### config.mk
export PLATFORM = sky130hd
export DESIGN_NAME = bsa_ctrl
export DESIGN_NICKNAME = d
export VERILOG_FILES = /design/src/bsa_pkg.sv /design/src/bsa_ctrl.sv
export VERILOG_INCLUDE_DIRS = /design/src /design/src/src
export SDC_FILE = /design/constraint.sdc
export NUM_CORES = 1
export LEC_CHECK = 0
export BUFFER_PORTS_ARGS = -buffer_cell sky130_fd_sc_hd__buf_2
export CORE_AREA = 5 5 42 44
export DETAILED_ROUTE_END_ITERATION = 6
export DIE_AREA = 0 0 47 49
export PLACE_DENSITY = 0.66
export SYNTH_ARGS = -nofsm -noshare
export SYNTH_HDL_FRONTEND = slang
export SYNTH_SLANG_ARGS = --single-unit
### constraint.sdc
create_clock -name clk -period 2.1 [get_ports clk]
set_input_delay 0.21 -clock clk [delete_from_list [all_inputs] [get_ports clk]]
set_output_delay 0.21 -clock clk [all_outputs]
set_load 0.02 [all_outputs]
### src/block_status_bitmap_allocator_core_macros.svh
// Assertion helpers used by the allocator controller.
// Each macro expects clk and rst in scope.
`ifndef BLOCK_STATUS_BITMAP_ALLOCATOR_CORE_MACROS_SVH
`define BLOCK_STATUS_BITMAP_ALLOCATOR_CORE_MACROS_SVH

// Same-cycle implication.
`define BSA_ASSERT_NOW(lbl, ante, cons) \
  lbl: assert property (@(posedge clk) disable iff (rst) (ante) |-> (cons)) \
    else $error("allocator check failed");

// Next-cycle implication.
`define BSA_ASSERT_NEXT(lbl, ante, cons) \
  lbl: assert property (@(posedge clk) disable iff (rst) (ante) |=> (cons)) \
    else $error("allocator check failed");

`endif

### src/bsa_pkg.sv
package bsa_pkg;

  localparam int NUM_BLOCKS      = 4096;
  localparam int BLOCK_SIZE_LOG2 = 13;

  localparam int ST_W    = 2;
  localparam int LANES   = 16;
  localparam int LANE_W  = $clog2(LANES);
  localparam int WORD_W  = LANES * ST_W;
  localparam int WORDS   = NUM_BLOCKS / LANES;
  localparam int WADDR_W = $clog2(WORDS);
  localparam int IDX_W   = $clog2(NUM_BLOCKS);

  localparam int CMD_W  = 2;
  localparam int CODE_W = 2;
  localparam int OFF_W  = 25;
  localparam int CNT_W  = 13;

  localparam logic [CNT_W-1:0] RESERVED_RESET = CNT_W'(8);

  localparam logic [ST_W-1:0] ST_UNUSED   = 2'd0;
  localparam logic [ST_W-1:0] ST_RESERVED = 2'd1;
  localparam logic [ST_W-1:0] ST_IN_USE   = 2'd2;

  localparam logic [CMD_W-1:0] CMD_ALLOC = 2'd0;
  localparam logic [CMD_W-1:0] CMD_FREE  = 2'd1;
  localparam logic [CMD_W-1:0] CMD_INIT  = 2'd2;

  localparam logic [CODE_W-1:0] RC_OK       = 2'd0;
  localparam logic [CODE_W-1:0] RC_NO_SPACE = 2'd1;
  localparam logic [CODE_W-1:0] RC_RANGE    = 2'd2;

  typedef enum logic [2:0] {
    S_CLEAR,
    S_IDLE,
    S_ALLOC,
    S_FREE_RD,
    S_FREE_WR,
    S_INIT,
    S_RESULT
  } state_t;

  typedef struct packed {
    logic              in_load;
    logic              ctr_clear;
    logic              ctr_inc;
    logic              scan_rd;
    logic              free_rd;
    logic              sweep_wr;
    logic              sweep_rst;
    logic              alloc_wr;
    logic              free_wr;
    logic              pend_load;
    logic [CODE_W-1:0] pend_code;
    logic              pend_hit;
    logic              out_load;
  } dp_ctl_t;

  typedef struct packed {
    logic ctr_last;
    logic rd_valid;
    logic rd_last;
    logic hit;
    logic free_bad;
  } dp_sts_t;

endpackage

### src/bsa_ctrl.sv
`include "block_status_bitmap_allocator_core_macros.svh"

module bsa_ctrl
  import bsa_pkg::*;
(
  input  logic             clk,
  input  logic             rst,
  input  logic             in_valid,
  output logic             in_ready,
  input  logic [CMD_W-1:0] cmd,
  output logic             out_valid,
  input  logic             out_ready,
  output dp_ctl_t          ctl,
  input  dp_sts_t          sts
);

  state_t state;
  state_t state_next;
  logic   out_valid_next;
  logic   accept;
  logic   slot_free;

  assign accept    = in_valid && in_ready;
  assign slot_free = !out_valid || out_ready;

  always_ff @(posedge clk) begin
    if (rst) begin
      state     <= S_CLEAR;
      out_valid <= 1'b0;
    end else begin
      state     <= state_next;
      out_valid <= out_valid_next;
    end
  end

  always_comb begin
    state_next = state;
    case (state)
      S_CLEAR: begin
        if (sts.ctr_last) state_next = S_IDLE;
      end
      S_IDLE: begin
        if (accept) begin
          case (cmd)
            CMD_ALLOC: state_next = S_ALLOC;
            CMD_FREE:  state_next = S_FREE_RD;
            CMD_INIT:  state_next = S_INIT;
            default:   state_next = S_RESULT;
          endcase
        end
      end
      S_ALLOC: begin
        if (sts.rd_valid && (sts.hit || sts.rd_last)) state_next = S_RESULT;
      end
      S_FREE_RD: begin
        state_next = sts.free_bad ? S_RESULT : S_FREE_WR;
      end
      S_FREE_WR: state_next = S_RESULT;
      S_INIT: begin
        if (sts.ctr_last) state_next = S_RESULT;
      end
      S_RESULT: begin
        if (slot_free) state_next = S_IDLE;
      end
      default: state_next = S_CLEAR;
    endcase
  end

  always_comb begin
    ctl      = '0;
    in_ready = 1'b0;
    case (state)
      S_CLEAR: begin
        ctl.sweep_wr  = 1'b1;
        ctl.sweep_rst = 1'b1;
        ctl.ctr_inc   = 1'b1;
      end
      S_IDLE: begin
        in_ready = 1'b1;
        if (accept) begin
          ctl.in_load   = 1'b1;
          ctl.ctr_clear = 1'b1;
          // unknown command: answer ok at once
          if (!(cmd inside {CMD_ALLOC, CMD_FREE, CMD_INIT})) begin
            ctl.pend_load = 1'b1;
            ctl.pend_code = RC_OK;
          end
        end
      end
      S_ALLOC: begin
        // stream one word a cycle; check the word read last cycle
        ctl.scan_rd = 1'b1;
        ctl.ctr_inc = 1'b1;
        if (sts.rd_valid && sts.hit) begin
          ctl.alloc_wr  = 1'b1;
          ctl.pend_load = 1'b1;
          ctl.pend_code = RC_OK;
          ctl.pend_hit  = 1'b1;
        end else if (sts.rd_valid && sts.rd_last) begin
          ctl.pend_load = 1'b1;
          ctl.pend_code = RC_NO_SPACE;
        end
      end
      S_FREE_RD: begin
        if (sts.free_bad) begin
          ctl.pend_load = 1'b1;
          ctl.pend_code = RC_RANGE;
        end else begin
          ctl.free_rd = 1'b1;
        end
      end
      S_FREE_WR: begin
        ctl.free_wr   = 1'b1;
        ctl.pend_load = 1'b1;
        ctl.pend_code = RC_OK;
      end
      S_INIT: begin
        ctl.sweep_wr = 1'b1;
        ctl.ctr_inc  = 1'b1;
        if (sts.ctr_last) begin
          ctl.pend_load = 1'b1;
          ctl.pend_code = RC_OK;
        end
      end
      S_RESULT: begin
        ctl.out_load = slot_free;
      end
      default: begin
        ctl = '0;
      end
    endcase
  end

  always_comb begin
    if (ctl.out_load) begin
      out_valid_next = 1'b1;
    end else if (out_ready) begin
      out_valid_next = 1'b0;
    end else begin
      out_valid_next = out_valid;
    end
  end

  `BSA_ASSERT_NEXT(a_accept_leaves_idle, accept, state != S_IDLE)
  `BSA_ASSERT_NEXT(a_result_loads_out, state == S_RESULT && slot_free, out_valid)
  `BSA_ASSERT_NOW(a_single_writer, ctl.alloc_wr, !ctl.sweep_wr && !ctl.free_wr)
  `BSA_ASSERT_NOW(a_alloc_needs_data, ctl.alloc_wr, sts.rd_valid && sts.hit)

endmodule

### After elaboration in Yosys (flattened, before gate mapping)

Index checks and enable logic that the tools add are counted.

| storage, ports and cells | value |
|---|---|
| output and inout port bits | 16 |
| flip-flop bits (word level) | 4 |
| bits of input ports | 11 |

| cells by class | value |
|---|---|
| muxes and demuxes | 30 |
| reductions and logical operators | 14 |
| equality and inequality tests | 13 |

Operator list:

| operator | number |
|---|---|
| two-way mux 3 bit | 11 |
| case mux 3 bit (7 select lines) | 1 |
| case mux 3 bit (5 select lines) | 1 |
| two-way mux 1 bit | 13 |
| != test 2 bit, second input constant | 5 |
| == test 3 bit, second input constant | 3 |
| case mux 3 bit (3 select lines) | 1 |
| == test 3 x 2 -> 1 bit, second input constant | 2 |
| two-way mux 2 bit | 3 |
| AND reduction 5 bit | 1 |
| logical AND 1 bit | 4 |
| == test 3 x 1 -> 1 bit, second input constant | 1 |
| logical NOT 3 bit | 1 |
| nonzero test 3 bit | 1 |
| OR reduction 3 bit | 1 |
| == test 2 x 1 -> 1 bit, second input constant | 1 |
| == test 2 bit, second input constant | 1 |
| logical NOT 2 bit | 1 |
| logical OR 1 bit | 2 |
| nonzero test 2 bit | 1 |
| OR reduction 2 bit | 1 |
| logical NOT 1 bit | 1 |

### Depth between registers and ports, before layout

| logic depth | value |
|---|---|
| word-level depth | 5 |
| mapped depth | 6 |
| mapped depth without buffers | 6 |

### Worst setup path before layout

No wires, ideal clock.

| timing | value |
|---|---|
| kind | reg-to-output |
| start | reg state[0] |
| end | out ctl[6] in the netlist's numbering |
| arrival time | 1.380 ns |
| cell stages (with the launch flop) | 6 |
| slack | 0.510 ns |
| path through | dfxtp_1 > inv_1 > and3_1 > clkbuf_1 > and3_1 > buf_4 |

RTL lines:

| item | RTL line | text |
|---|---|---|
| start: declaration | bsa_ctrl.sv:17 | `state_t state;` |
| start signal: assignment | bsa_ctrl.sv:31 | `state <= state_next;` |
| end: declaration | bsa_ctrl.sv:13 | `output dp_ctl_t ctl,` |

==> results.cfg <==
[placement]
place_congestion = 0.787
post-place-ws_ns = 0.474
dp.cells = 99
hpwl_um = 895
io_buffers = 26

[detailed_routing]
totalWireLength_um = 1120
via_per_inst = 4.82
wl_met1_um = 487
route.vias.total = 492
drt-initial-drc-count = 13
drc_errors = 0
route.met3.wl_um = 50
routed.top_layer = met3
wl_per_cell_um = 11.0
ant_nets = 0
dr_wl_met2_um = 584
drt_pass1_iterations = 3

[run]
max_cap_violations = 0

[setup_path]
worstSetupPathType = flop to output port
cp_data_required_time_ns = 1.89
path_buf_inv = 1
timing.rr.end = state[1]
worstPathArrival_ns = 1.59
r2r_slack_ns = 0.51
cp_max_fo = 14
crit_family = simple AND/OR/NAND/NOR gates
r2r_start = state[0]
crit_chain = nor2b_1 > and3_1 > nand4b_1 > buf_2
end_kind = output port
crit_slowest_cell = dfxtp_1
critPathLaunch = state[1]
crit_path_end = ctl[4]
slowest_delay_ns = 0.55
r2r_cells = 4
path_depth = 4
cp-start-kind = flop

[timing]
setup-tns-final_ns = 0
tightest_slew_ns = 0.399
holdWs_ns = 0.207
fin_skew_ns = 0.00472
rsz0062_at_grt = false
fmax_mhz = 555
hold_viol = 0
max-slew-margin-rel = 0.733
setup_violations = 0
slew_violations = 0
layout_setup_ws_ns = 0.299
min_period_over_period = 0.858
period_needed_ns = 1.80

[power_and_ir_drop]
power_density_mw_per_mm2 = 1260
power_mw = 0.756
peakVddDrop_mv = 0.731
p_leak_nw = 0.329

[outcome]
outcome = completed

[grt]
grt_pass1_vias = 425
track_usage = 0.0999
grt_max_degree = 15
grt_overflow = 0
grt_pass1_wl_um = 1680
antenna_found_initial = 0

[layout]
mostFrequentLayoutCells = buf_2 (26), nor3_1 (5), o21ai_0 (5), nor2_1 (5), nand2_1 (5)
fin_cells = 102
drive_gt1_frac = 0.372
nets = 103
area_growth_pct = 25.8
final_common_cell = buf_2
diodes = 0

[floorplan]
die_w_um = 47
ios = 27
row_count = 14
dieHeight_um = 49
die_area_mm2 = 0.00230
start_util = 0.339
core_mm2 = 0.00140

[cts]
ctsHoldBuffers = 0
clkTransAtPathRegs_ns = 0.04
cts_resized = 0
clk_latency_ns = 0.24
cts_inserted_buffers = 3
clock-sinks = 4
clockRootBuffer = clkbuf_4
htreeDepth = 1
cts_tree = yes
cts_setup_buffers = 0
clk_path_buf_depth = 2

[synthesis]
yosysWarnings = 0
synth_enable_flop_cells = 0
synth.net_count = 79
yosys_most_used_dff = dfxtp_1
syn_avg_cell_area_um2 = 7.43
syn_inst = 64
synth.distinct_cells = 28
synthArstFlopShare = 0
syn_area_um2 = 475
synth-seq-cells = 4
synth-seq-area-share = 0.168

[min_path]
min_path_type = primary input to flop
-- Yosys cell counts, drive strengths merged, types with 3 or more instances --
cell   n  area [um^2]
nand2  5         18.8
o21ai  6         33.8
dfxtp  4         80.1
nor3   5         25.0
inv    4         15.0
buf    6         46.3
nor2   5         18.8
ha     4         50.1
nor2b  3         18.8
and3   4         25.0
-- logic make-up (layout without fill, tap and decap cells) --
kind of cell	Yosys count	count (layout)	synth area share
fa+ha+maj	4	4	0.105
compound gates	15	15	0.224
buf+inv	11	33	0.137
flops	4	4	0.168
simple gates	29	29	0.347
xor+xnor	1	1	0.0184
-- worst min path at each step --
stage | end | start | cells past startpoint
global placement | state[2] | rst | 2
CTS | state[2] | rst | 2
detailed placement | state[2] | rst | 2
global route | out_valid | rst | 2
floorplan | state[2] | rst | 1
finish | state[2] | rst | 2
-- area by class of cell --
class	count	area, um^2
sequential	4	80.1
inverter	4	15.0
clock buffer	3	22.5
tap	16	20.0
fill	168	803
multi-input combinational	49	330
timing repair buffer	26	130
-- report_power, final --
group,internal [mW],switching (mW),total (mW)
clock network,0.0640,0.0325,0.0965
logic,0.194,0.297,0.491
registers,0.101,0.0673,0.168
total,0.359,0.397,0.756
-- registers in the layout, summed over array words and instances, names as in the netlist --
name,cells
out_valid,1
state,3
-- per-layer routing --
| layer | vias up | global-route usage |
|---|---|---|
| met5 | - | 0 |
| met1 | 211 | 0.114 |
| met3 | 0 | 0.00369 |
| li1 | 270 | - |
| met2 | 11 | 0.161 |
| met4 | 0 | 0.0829 |
-- per-stage QoR --
step / instance area [um^2] / utilization
2_1_floorplan: 475 / -
3_3_place_gp: 576 / 0.411
3_5_place_dp: 576 / 0.411
4_1_cts: 598 / 0.427
5_1_grt: 598 / 0.427
6_report: 598 / 0.427
Power figures use the tool's default switching activity.
